`src/icep_pkg.sv`:
```
// Package for the in-band command escape parser.
// Sizes, byte constants, reply codes, the result word and the switch pattern.
// No dependencies; the core, result register, top level and checker import it.
package icep_pkg;

    localparam int BUFFER_DEPTH  = 128;
    localparam int PAYLOAD_LIMIT = 64;
    localparam int CNT_W         = $clog2(BUFFER_DEPTH);
    localparam int STORE_MAX     = BUFFER_DEPTH - 1;
    localparam int HEAD_DEPTH    = 5;
    localparam int PRE_LAST      = 3;
    localparam int TRAILER_LEN   = 3;

    localparam logic [7:0] PRE_B0    = 8'hB1;
    localparam logic [7:0] PRE_B1    = 8'hC3;
    localparam logic [7:0] PRE_B2    = 8'hBF;
    localparam logic [7:0] PRE_B3    = 8'h3C;
    localparam logic [7:0] DELIM     = 8'h3E;
    localparam logic [7:0] TRL_B0    = 8'hC3;
    localparam logic [7:0] TRL_B1    = 8'hBF;
    localparam logic [7:0] TRL_B2    = 8'hC3;

    localparam logic [31:0] WORD_BOOT  = "boot";
    localparam logic [31:0] WORD_EXIT  = "exit";
    localparam logic [39:0] WORD_BAND1 = "band1";
    localparam logic [39:0] WORD_BAND2 = "band2";
    localparam logic [39:0] WORD_BAND3 = "band3";

    localparam logic       KIND_DATA  = 1'b0;
    localparam logic       KIND_REPLY = 1'b1;
    localparam logic       MODE_PASS  = 1'b0;
    localparam logic       MODE_BOOT  = 1'b1;
    localparam logic [1:0] BAND_24    = 2'd0;
    localparam logic [1:0] BAND_SUB1  = 2'd1;
    localparam logic [1:0] BAND_SUB2  = 2'd2;
    localparam logic [2:0] SW_24      = 3'b010;
    localparam logic [2:0] SW_SUB1    = 3'b001;
    localparam logic [2:0] SW_SUB2    = 3'b100;

    typedef enum logic [2:0] {
        REPLY_BOOT     = 3'd0,
        REPLY_EXIT     = 3'd1,
        REPLY_BAND1    = 3'd2,
        REPLY_BAND2    = 3'd3,
        REPLY_BAND3    = 3'd4,
        REPLY_UNKNOWN  = 3'd5,
        REPLY_NO_DELIM = 3'd6,
        REPLY_TOO_LONG = 3'd7
    } t_reply;

    typedef enum logic {
        PS_SCAN = 1'b0,
        PS_CMD  = 1'b1
    } t_pstate;

    typedef struct packed {
        logic       kind;
        logic [7:0] data_byte;
        t_reply     reply_code;
        logic       mode;
        logic [1:0] band;
        logic [2:0] rf_switch;
    } t_result;

    function automatic logic [7:0] preamble_byte(input logic [1:0] idx);
        logic [7:0] b;
        case (idx)
            2'd0:    b = PRE_B0;
            2'd1:    b = PRE_B1;
            2'd2:    b = PRE_B2;
            default: b = PRE_B3;
        endcase
        return b;
    endfunction

    function automatic logic [2:0] switch_pattern(input logic [1:0] band);
        logic [2:0] sw;
        case (band)
            BAND_SUB1: sw = SW_SUB1;
            BAND_SUB2: sw = SW_SUB2;
            default:   sw = SW_24;
        endcase
        return sw;
    endfunction

endpackage

```
`src/icep_ifs.sv`:
```
// Channel interfaces of the escape parser: host byte in, result word out.
// Plain valid/ready handshake; no dependencies.
interface icep_rx_if;
    logic       valid;
    logic       ready;
    logic [7:0] rx_byte;

    modport source (output valid, output rx_byte, input ready);
    modport sink   (input valid, input rx_byte, output ready);
endinterface

interface icep_res_if;
    logic       valid;
    logic       ready;
    logic       result_kind;
    logic [7:0] data_byte;
    logic [2:0] reply_code;
    logic       radio_mode;
    logic [1:0] radio_band;
    logic [2:0] rf_switch;

    modport source (output valid, output result_kind, output data_byte, output reply_code,
                    output radio_mode, output radio_band, output rf_switch, input ready);
    modport sink   (input valid, input result_kind, input data_byte, input reply_code,
                    input radio_mode, input radio_band, input rf_switch, output ready);
endinterface

```
`src/icep_core.sv`:
```
// Parser core: preamble match, command store, trailer detect, classification.
// Holds all parser state; one accepted byte updates it in the same cycle. Uses icep_pkg.
module icep_core (
    input  logic             i_clk,
    input  logic             i_rst_n,
    input  logic             i_accept,
    input  logic [7:0]       i_byte,
    output logic             o_res_valid,
    output icep_pkg::t_result o_res
);
    import icep_pkg::*;

    t_pstate                        r_state, n_state;
    logic [1:0]                     r_pre, n_pre;
    logic [CNT_W-1:0]               r_cnt, n_cnt;
    logic                           r_dseen, n_dseen;
    logic [CNT_W-1:0]               r_dpos, n_dpos;
    logic [HEAD_DEPTH-1:0][7:0]     r_head, n_head;
    logic [TRAILER_LEN-1:0][7:0]    r_trail, n_trail;
    logic                           r_mode, n_mode;
    logic [1:0]                     r_band, n_band;

    logic   store_en;
    logic   pre_match;
    logic   pre_done;
    logic   trailer_hit;
    t_reply code;

    function automatic t_reply classify(input logic seen, input logic [CNT_W-1:0] pos,
                                        input logic [HEAD_DEPTH-1:0][7:0] h);
        t_reply c;
        logic [31:0] w4;
        logic [39:0] w5;
        w4 = {h[0], h[1], h[2], h[3]};
        w5 = {h[0], h[1], h[2], h[3], h[4]};
        c  = REPLY_UNKNOWN;
        if (!seen) begin
            c = REPLY_NO_DELIM;
        end else if (32'(pos) >= PAYLOAD_LIMIT) begin
            c = REPLY_TOO_LONG;
        end else if (pos == CNT_W'(HEAD_DEPTH - 1)) begin
            if (w4 == WORD_BOOT)      c = REPLY_BOOT;
            else if (w4 == WORD_EXIT) c = REPLY_EXIT;
        end else if (pos == CNT_W'(HEAD_DEPTH)) begin
            if (w5 == WORD_BAND1)      c = REPLY_BAND1;
            else if (w5 == WORD_BAND2) c = REPLY_BAND2;
            else if (w5 == WORD_BAND3) c = REPLY_BAND3;
        end
        return c;
    endfunction

    // store, delimiter and trailer tracking
    always_comb begin
        n_pre   = r_pre;
        n_cnt   = r_cnt;
        n_dseen = r_dseen;
        n_dpos  = r_dpos;
        n_head  = r_head;
        n_trail = r_trail;

        pre_match = (i_byte == preamble_byte(r_pre));
        pre_done  = pre_match && (r_pre == 2'(PRE_LAST));
        store_en  = i_accept && (r_state == PS_CMD) && (r_cnt < CNT_W'(STORE_MAX));

        if (i_accept && (r_state == PS_SCAN)) begin
            // a mismatching byte clears progress and is not retried as a first byte
            n_pre = (pre_match && !pre_done) ? r_pre + 2'd1 : 2'd0;
            if (pre_done) begin
                n_cnt   = '0;
                n_dseen = 1'b0;
                n_dpos  = '0;
            end
        end

        if (store_en) begin
            for (int i = 0; i < HEAD_DEPTH; i++) begin
                if (r_cnt == CNT_W'(i)) n_head[i] = i_byte;
            end
            if (!r_dseen && (i_byte == DELIM)) begin
                n_dseen = 1'b1;
                n_dpos  = r_cnt;
            end
            n_trail = {r_trail[TRAILER_LEN-2:0], i_byte};
            n_cnt   = r_cnt + CNT_W'(1);
        end

        // n_trail[2] is the oldest of the last three stored bytes
        trailer_hit = store_en && (n_cnt >= CNT_W'(TRAILER_LEN))
                      && (n_trail[2] == TRL_B0) && (n_trail[1] == TRL_B1)
                      && (n_trail[0] == TRL_B2);

        if (trailer_hit) begin
            n_cnt   = '0;
            n_dseen = 1'b0;
            n_dpos  = '0;
            n_pre   = 2'd0;
        end
    end

    always_comb begin
        n_state = r_state;
        case (r_state)
            PS_SCAN: begin
                if (i_accept && pre_done) n_state = PS_CMD;
            end
            PS_CMD: begin
                if (trailer_hit) n_state = PS_SCAN;
            end
            default: n_state = PS_SCAN;
        endcase
    end

    // classification, mode/band update and the result word
    // the closing byte is never a delimiter, so the registered delimiter state holds
    always_comb begin
        code   = classify(r_dseen, r_dpos, n_head);
        n_mode = r_mode;
        n_band = r_band;
        if (trailer_hit) begin
            case (code)
                REPLY_BOOT:  n_mode = MODE_BOOT;
                REPLY_EXIT:  n_mode = MODE_PASS;
                REPLY_BAND1: n_band = BAND_24;
                REPLY_BAND2: n_band = BAND_SUB1;
                REPLY_BAND3: n_band = BAND_SUB2;
                default:     ;
            endcase
        end

        o_res_valid      = (i_accept && (r_state == PS_SCAN) && !pre_done) || trailer_hit;
        o_res.kind       = trailer_hit ? KIND_REPLY : KIND_DATA;
        o_res.data_byte  = trailer_hit ? 8'h00 : i_byte;
        o_res.reply_code = trailer_hit ? code : REPLY_BOOT;
        o_res.mode       = n_mode;
        o_res.band       = n_band;
        o_res.rf_switch  = switch_pattern(n_band);
    end

    always_ff @(posedge i_clk) begin
        if (!i_rst_n) begin
            r_state <= PS_SCAN;
            r_pre   <= 2'd0;
            r_cnt   <= '0;
            r_dseen <= 1'b0;
            r_dpos  <= '0;
            r_mode  <= MODE_PASS;
            r_band  <= BAND_24;
        end else begin
            r_state <= n_state;
            r_pre   <= n_pre;
            r_cnt   <= n_cnt;
            r_dseen <= n_dseen;
            r_dpos  <= n_dpos;
            r_mode  <= n_mode;
            r_band  <= n_band;
        end
    end

    always_ff @(posedge i_clk) begin
        r_head  <= n_head;
        r_trail <= n_trail;
    end

endmodule

```
`src/icep_out_reg.sv`:
```
// Result register of the escape parser: holds one word until the sink takes it.
// Accepts a new word in the cycle the held one leaves. Uses icep_pkg.
module icep_out_reg (
    input  logic              i_clk,
    input  logic              i_rst_n,
    input  logic              i_valid,
    input  icep_pkg::t_result i_data,
    output logic              o_in_ready,
    output logic              o_valid,
    output icep_pkg::t_result o_data,
    input  logic              i_ready
);
    import icep_pkg::*;

    logic    r_valid, n_valid;
    t_result r_data;

    assign o_in_ready = !r_valid || i_ready;
    assign o_valid    = r_valid;
    assign o_data     = r_data;

    always_comb begin
        n_valid = r_valid;
        if (o_in_ready) n_valid = i_valid;
    end

    always_ff @(posedge i_clk) begin
        if (!i_rst_n) begin
            r_valid <= 1'b0;
        end else begin
            r_valid <= n_valid;
        end
    end

    always_ff @(posedge i_clk) begin
        if (o_in_ready && i_valid) r_data <= i_data;
    end

endmodule

```
`src/inband_command_escape_parser.sv`:
```
// In-band command escape parser, top level.
// Instantiates icep_core and icep_out_reg; uses icep_pkg and the channel interfaces.
//
// i_rx carries host bytes; o_res carries one result word per forwarded byte or
// per completed command. Outside a command each byte is forwarded (kind 0),
// except the fourth byte of the preamble B1 C3 BF 3C, which opens a command and
// gives nothing. Inside a command bytes are stored silently until the last three
// stored are C3 BF C3; then one reply word (kind 1) carries the reply code.
// Every word also shows mode, band and RF switch lines as they stand after it.
// Latency: a word appears on o_res the cycle after its byte is accepted.
// Throughput: one byte per cycle unless stalled; the parser state is updated in the
// cycle the byte is taken, and the single result register decouples the two sides.
// Stall: while o_res.ready is low the held word stays, and i_rx.ready is low
// only while that register is full and not being emptied.
// Reset (synchronous, active low): no word held, preamble progress cleared,
// outside a command, passthrough mode, 2.4 GHz band.
module inband_command_escape_parser (
    input  logic        i_clk,
    input  logic        i_rst_n,
    icep_rx_if.sink     i_rx,
    icep_res_if.source  o_res
);
    import icep_pkg::*;

    logic    accept;
    logic    in_ready;
    logic    core_valid;
    t_result core_res;
    t_result out_res;

    assign accept     = i_rx.valid && in_ready;
    assign i_rx.ready = in_ready;

    icep_core u_core (
        .i_clk       (i_clk),
        .i_rst_n     (i_rst_n),
        .i_accept    (accept),
        .i_byte      (i_rx.rx_byte),
        .o_res_valid (core_valid),
        .o_res       (core_res)
    );

    icep_out_reg u_out (
        .i_clk      (i_clk),
        .i_rst_n    (i_rst_n),
        .i_valid    (core_valid),
        .i_data     (core_res),
        .o_in_ready (in_ready),
        .o_valid    (o_res.valid),
        .o_data     (out_res),
        .i_ready    (o_res.ready)
    );

    assign o_res.result_kind = out_res.kind;
    assign o_res.data_byte   = out_res.data_byte;
    assign o_res.reply_code  = out_res.reply_code;
    assign o_res.radio_mode  = out_res.mode;
    assign o_res.radio_band  = out_res.band;
    assign o_res.rf_switch   = out_res.rf_switch;

endmodule

```
`src/flat_wrapper.sv`:
```
// flat-port wrapper written by rule: the top's interface ports become plain ports
module inband_command_escape_parser_flat import icep_pkg::*;
  (i_clk, i_rst_n, i_rx_valid, i_rx_rx_byte, i_rx_ready, o_res_valid, o_res_result_kind, o_res_data_byte, o_res_reply_code, o_res_radio_mode, o_res_radio_band, o_res_rf_switch, o_res_ready);
  icep_rx_if i_rx_i ();
  icep_res_if o_res_i ();
  input  logic i_clk;
  input  logic i_rst_n;
  input wire logic [$bits(i_rx_i.valid)-1:0] i_rx_valid;
  input wire logic [$bits(i_rx_i.rx_byte)-1:0] i_rx_rx_byte;
  output wire logic [$bits(i_rx_i.ready)-1:0] i_rx_ready;
  output wire logic [$bits(o_res_i.valid)-1:0] o_res_valid;
  output wire logic [$bits(o_res_i.result_kind)-1:0] o_res_result_kind;
  output wire logic [$bits(o_res_i.data_byte)-1:0] o_res_data_byte;
  output wire logic [$bits(o_res_i.reply_code)-1:0] o_res_reply_code;
  output wire logic [$bits(o_res_i.radio_mode)-1:0] o_res_radio_mode;
  output wire logic [$bits(o_res_i.radio_band)-1:0] o_res_radio_band;
  output wire logic [$bits(o_res_i.rf_switch)-1:0] o_res_rf_switch;
  input wire logic [$bits(o_res_i.ready)-1:0] o_res_ready;
  assign i_rx_i.valid = i_rx_valid;
  assign i_rx_i.rx_byte = i_rx_rx_byte;
  assign i_rx_ready = i_rx_i.ready;
  assign o_res_valid = o_res_i.valid;
  assign o_res_result_kind = o_res_i.result_kind;
  assign o_res_data_byte = o_res_i.data_byte;
  assign o_res_reply_code = o_res_i.reply_code;
  assign o_res_radio_mode = o_res_i.radio_mode;
  assign o_res_radio_band = o_res_i.radio_band;
  assign o_res_rf_switch = o_res_i.rf_switch;
  assign o_res_i.ready = o_res_ready;
  inband_command_escape_parser u_core (.i_clk(i_clk), .i_rst_n(i_rst_n), .i_rx(i_rx_i), .o_res(o_res_i));
endmodule
```
`config.mk`:
```
export PLATFORM = sky130hd
export DESIGN_NAME = inband_command_escape_parser_flat
export DESIGN_NICKNAME = d
export VERILOG_FILES = /design/src/icep_pkg.sv /design/src/icep_ifs.sv /design/src/icep_core.sv /design/src/icep_out_reg.sv /design/src/inband_command_escape_parser.sv /design/src/flat_wrapper.sv
export SDC_FILE = /design/constraint.sdc
export NUM_CORES = 1
export LEC_CHECK = 0
export BUFFER_PORTS_ARGS = -buffer_cell sky130_fd_sc_hd__buf_2
export CAP_MARGIN = 20
export CORE_ASPECT_RATIO = 0.6
export CORE_MARGIN = 8
export CORE_UTILIZATION = 40
export DETAILED_ROUTE_END_ITERATION = 8
export GPL_ROUTABILITY_DRIVEN = 0
export RECOVER_POWER = 50
export SKIP_CTS_REPAIR_TIMING = 1
export SYNTH_ARGS = -nofsm -noshare
export SYNTH_HDL_FRONTEND = slang
export SYNTH_SLANG_ARGS = --single-unit
```
`constraint.sdc`:
```
create_clock -name i_clk -period 5.4 [get_ports i_clk]
set_clock_uncertainty 0.1 [all_clocks]
set_input_delay 1.08 -clock i_clk [delete_from_list [all_inputs] [get_ports i_clk]]
set_output_delay 1.08 -clock i_clk [all_outputs]
set_load 0.05 [all_outputs]
```
==> flow_summary.yaml, run 1 <==
logic_synthesis:
  netlist-cell-type-count: 65
  synth_nets: 504
  synth_compound_area_share_pct: 7.53
  syn_area_sq_um: 4680
  yosysSeqAreaShare_pct: 44.9
  synthFlopType: "dfxtp_1"
  synth_top_area_share_pct: 33.3
  synth_edf_count: 18
  yosys.area.top_type: "dfxtp_1"
  synthCells: 483
  synth.avg_cell_area_sq_um: 9.70
  synthArstFlopShare_pct: 0
  synthXorXnorAreaFrac_pct: 0.561
  yosys_warnings: 0
  synthSimpleGateAreaFrac_pct: 27.1
  synthMuxAreaShare_pct: 12.3
  synth_fa_ha_area_share_pct: 2.40
  synth_top_family_by_area: "simple AND/OR/NAND/NOR gates"
  synthTopCellsByArea: "dfxtp_1 (33%), edfxtp_1 (12%), mux2_2 (9.1%)"
  ys_ff_latch: 96
setup_path:
  crit_type: "in2reg"
  critPathCaptureType: "register"
  critPathArrivalTime_ns: 4.47
  r2r-start: "u_core.u_core.r_cnt[3]"
  startpoint: "i_rx_rx_byte[5]"
  cp-start-kind: "input port"
  worstPathRequired_ns: 5.40
  path_max_fanout: 15
layout:
  final_cell_mix: "dfxtp_1 (78), nand2_1 (73), mux2_2 (35)"
  area_growth_pct: 10.1
  final_common_cell: "dfxtp_1"
  finalInstanceArea_sq_um: 5150
  multi_input_area_sq_um: 2320
  fillerInstances: 1087
  n_antenna_cell: 0
  nNetsFinal: 522
  drive_above_1_share_pct: 14.4
  seqCellArea_sq_um: 2100
pwr:
  power_leakage_nw: 1.97
  power.density_nw_per_um2: 291
  p_total_w: 0.00150
  ir_drop_mv: 0.167
sta:
  fin_crit_ns: 4.47
  slew_headroom_pct: 8.13
  rsz0062_at_grt: "false"
  final_hold_viol_count: 0
  worst_slew_pin_slew_ns: 1.38
  period_share_pct: 82.7
  setup_viol: 0
  finalSetupTns_ns: 0
  fin_ws_ns: 0.933
  fmaxAchievable_mhz: 224
  slew_violations: 0
min_path:
  hold_path.class: "reg2reg"
  worstHoldStart: "u_core.u_core.r_head[15]"
global_route:
  grt-ovfl-total: 0
  grt_pass1_vias: 3493
  grt_start_max_net_pins: 28
  grt_antenna_before_repair: 0
  grtUsageTotal_pct: 15.6
  grt_pass1_wl_mm: 18.9
cts:
  path_clk_slew_ns: 0.07
  cts.htree.levels: 3
  cts_buffers: 9
  cts_root_buf: "clkbuf_16"
  cts_tree: "yes"
  worst_skew_pair.late_latency_ns: 0.35
  clkSinkCount: 96
  clockBufferDepth: 2
floorplan:
  pin_count: 32
  chipHeight_microns: 99.8
  initial_core_util_pct: 41.2
  dieArea_sq_um: 15500
  coreArea_sq_um: 11400
  chipWidth_microns: 156
  floorplan.rows: 30
routing:
  drtAntennaViolNets: 0
  vias_per_cell: 5.44
  drc: 0
  first_pass_iters: 5
  drt_iter0_drc: 277
  via_count: 3622
  wl_per_cell_microns: 17.4
  finalWirelength_mm: 11.6
place:
  placed_cell_area_sq_um: 4920
  hpwl_mm: 8.18
  port-buffer-count: 31
  dp_slack_ns: 0.416
job:
  drv_cap: 0
status:
  status: "finished, final reports clean"
cell type report:
type,count,area share [%]
Inverter,16,1.17
Timing Repair Buffer,37,3.01
Clock inverter,7,1.84
Tap cell,160,3.88
Clock buffer,9,4.37
Multi-Input combinational cell,341,45.0
Sequential cell,96,40.8
worst paths after layout:
path | slack [ns] | to | cells past startpoint
min reg2reg | 0.34 | u_core.u_core.r_head[15] | 2
max reg2reg | 0.96 | u_core.u_out.o_data[1] | 9
min | 0.34 | u_core.u_core.r_head[15] | 2
max | 0.93 | u_core.u_out.o_data[1] | 10
flip-flops by register name, summed over array words and instances, names as in the netlist, 2 cells and up:
register	flops
u_core.u_core.r_band	2
u_core.u_core.r_cnt	7
u_core.u_core.r_dpos	7
u_core.u_core.r_head	40
u_core.u_core.r_pre	2
u_core.u_core.r_trail	16
u_core.u_out.o_data	18
Yosys cell counts, types with 3 or more instances:
cell type / count
nand4_1: 18
a31oi_1: 3
dfxtp_1: 78
and3_1: 4
nor4bb_1: 5
a21oi_1: 18
nand4b_1: 5
ha_1: 9
and4_1: 3
nor4b_1: 3
o21ai_0: 5
nand2b_1: 9
nor2b_1: 8
or2_2: 3
mux2i_1: 12
nor3_1: 8
nor4_1: 6
and2_1: 6
mux2_2: 38
nand2_1: 73
a21boi_0: 4
edfxtp_1: 18
nor3b_1: 10
inv_1: 15
nand3_1: 21
a211oi_1: 5
clkbuf_1: 22
nor2_1: 24
critical path, stage by stage:
cell,delay [ns]
clkbuf_1,0.58
nor3b_1,0.41
nand4b_1,0.18
mux2i_1,0.43
o2111ai_4,0.20
nor4_4,0.31
or4b_1,0.46
o31a_1,0.28
or2_1,0.24
ha_1,0.29
kinds of logic (layout without fill, tap and decap cells):
| kind of cell | after synthesis | after routing |
|---|---|---|
| AOI/OAI and AO/OA | 51 | 51 |
| xor gates and xnor gates | 3 | 3 |
| adders and majority gates | 9 | 9 |
| buffers and inverters | 46 | 69 |
| DFF | 96 | 96 |
| muxes | 52 | 52 |
| and+or+nand+nor | 226 | 226 |
per-layer routing:
layer,GRT usage [%],part of all wire (%),vias to the layer above
met1,22.7,51,1705
met4,4.38,0.99,0
li1,-,-,1772
met2,22.0,40,134
met3,4.12,8.2,11
met5,0,0,-
power breakdown:
part	switching [W]	total, W	internal (W)	leakage (nW)
clock network	0.000283	0.000689	0.000407	0.156
registers	0.00000176	0.000738	0.000737	0.804
logic	0.0000598	0.0000716	0.0000117	1.01
total	0.000344	0.00150	0.00115	1.97
metrics by stage:
stage	utilization [%]	std cells	hold WS, ns
6_report	45.3	666	0.344
5_1_grt	45.3	666	0.372
4_1_cts	46.1	666	0.347
3_5_place_dp	43.3	650	0.336
3_3_place_gp	43.3	650	0.326
2_1_floorplan	-	483	0.314
Power figures use the tool's default switching activity.
==> run 2: changes to the inputs <==
==> constraint.sdc (replaced) <==
create_clock -name i_clk -period 3.8 [get_ports i_clk]
set_clock_uncertainty 0.1 [all_clocks]
set_input_delay 0.76 -clock i_clk [delete_from_list [all_inputs] [get_ports i_clk]]
set_output_delay 0.76 -clock i_clk [all_outputs]
set_load 0.05 [all_outputs]
==> run 2 against run 1 <==
First-iteration DRC count increased by 23%. Final cell count up 7.4%. Routed wire length grew 6.0%. Largest power group unchanged. Highest routed layer unchanged.
==> flow_summary.yaml, run 2 (synthesis gave the netlist of run 1 again) <==
layout:
  largest_reg_flops: 40
  final_cells: 715
  multi_input_area_sq_um: 2360
  largest-register: "u_core.u_core.r_head"
  nNetsFinal: 571
  seqCellArea_sq_um: 2100
  fillerInstances: 1098
  final_util_pct: 48.5
  final_common_cell: "dfxtp_1"
  area_growth_pct: 17.7
  drive_above_1_share_pct: 24.5
  n_antenna_cell: 0
  final_cell_mix: "dfxtp_1 (76), nand2_1 (72), buf_4 (45)"
global_route:
  grt_antenna_before_repair: 0
  grt_pass1_wl_mm: 19.0
  grtUsageTotal_pct: 15.6
  grt_start_max_net_pins: 26
  grt-ovfl-total: 0
  grt_pass1_vias: 3636
pwr:
  switching_share_pct: 23.8
  clock_power_share_pct: 41.5
  ir_drop_mv: 0.228
  power_leakage_nw: 2.17
  seq_power_share_pct: 52.7
  comb_power_share_pct: 5.8
  power.density_nw_per_um2: 361
  intPower_w: 0.00152
  p_sw_w: 0.000475
sta:
  fin_crit_ns: 3.70
  hold_ws_ns: 0.340
  slew_headroom_pct: 53.6
  worst_slew_pin_slew_ns: 0.692
  finalSetupTns_ns: 0
  setup_viol: 0
  fin_ws_ns: 0.103
  fmaxAchievable_mhz: 270
  final_hold_viol_count: 0
  slew_violations: 0
  period_share_pct: 97.3
floorplan:
  coreArea_sq_um: 11400
  pin_count: 32
  chipWidth_microns: 156
  dieArea_sq_um: 15500
  initial_core_util_pct: 41.2
  chipHeight_microns: 99.8
  floorplan.rows: 30
setup_path:
  path_buf_inv: 0
  cp_common_cell: "nor4_4"
  critPathCaptureType: "register"
  path_max_fanout: 4
  path_cells: "or4_4 -> nor4_4 -> mux2i_1 -> nand3_2 -> nor4_4 -> or4b_1 -> o31a_1 -> or2_1 -> ha_2"
  slowest_delay_ns: 0.57
  cp_top_family: "simple AND/OR/NAND/NOR gates"
  r2r-start: "u_core.u_core.r_cnt[3]"
  critPathArrivalTime_ns: 3.69
  startpoint: "u_core.u_core.r_cnt[3]"
  crit_type: "reg2reg"
  cp_slowest_cell: "or4_4"
  cp-start-kind: "register"
  worstPathRequired_ns: 3.80
cts:
  clkSinkCount: 96
  cts.htree.levels: 3
  cts_tree: "yes"
  cts_root_buf: "clkbuf_16"
  worst_skew_pair.late_latency_ns: 0.34
  clockBufferDepth: 2
  path_clk_slew_ns: 0.07
  cts_buffers: 9
status:
  status: "finished, final reports clean"
routing:
  drc: 0
  wl_per_cell_microns: 17.2
  vias_per_cell: 5.29
  drtAntennaViolNets: 0
  first_pass_iters: 5
  via_count: 3785
  drt_iter0_drc: 341
  finalWirelength_mm: 12.3
place:
  port-buffer-count: 31
  dp.cells: 698
  hpwl_mm: 9.28
  dp_slack_ns: -0.123
job:
  drv_cap: 0
min_path:
  worstHoldStart: "u_core.u_core.r_head[6]"
  hold_path.class: "reg2reg"
-- run 2: cell types whose count changed in the layout (fill, tap and decap cells not counted), moves of 3 or more --
cell | before | now
mux2_2 | 35 | 38
buf_2 | 7 | 12
buf_4 | 2 | 45
mux2_1 | 4 | 0
clkbuf_4 | 0 | 3
-- run 2: final cells by class --
class | instances | area share, %
Timing Repair Buffer | 86 | 9.40
Clock buffer | 11 | 4.22
Clock inverter | 5 | 0.590
Inverter | 16 | 1.09
Multi-Input combinational cell | 341 | 42.9
Tap cell | 160 | 3.63
Sequential cell | 96 | 38.2
-- run 2: through the flow --
step / area, sq um / total power [W]
2_1_floorplan: 4720 / 0.00115
3_3_place_gp: 5290 / 0.00119
3_5_place_dp: 5290 / 0.00119
4_1_cts: 5550 / 0.00202
5_1_grt: 5510 / 0.00206
6_report: 5510 / 0.00199
-- run 2: path summary, 6_finish.rpt --
kind | end | slack, ns | cells past startpoint
hold reg to reg | u_core.u_core.r_head[6] | 0.34 | 2
hold / removal | u_core.u_core.r_head[6] | 0.34 | 2
setup reg to reg | u_core.u_out.o_data[1] | 0.10 | 9
setup / recovery | u_core.u_out.o_data[1] | 0.10 | 9
-- run 2: power groups by stage --
stage / registers [W] / clock network [W] / logic (W)
floorplan: 0.00111 / 0 / 0.0000418
finish: 0.00105 / 0.000828 / 0.000115
CTS: 0.00105 / 0.000851 / 0.000120
global placement: 0.00107 / 0 / 0.000121
detailed placement: 0.00107 / 0 / 0.000120
global route: 0.00105 / 0.000891 / 0.000122
-- run 2: worst min-delay path: stages, from the launching register on --
cell	delay (ns)
dfxtp_1	0.31
nand2_1	0.05
nand2_1	0.04
-- run 2: layer usage --
metal  up-vias  wire length, microns  global-route usage (%)
met1      1804                  6270                    22.5
met2       108                  5190                    23.0
met5         -                     0                       0
met3        12                   701                    3.52
li1       1861                     -                       -
met4         0                   123                    3.64
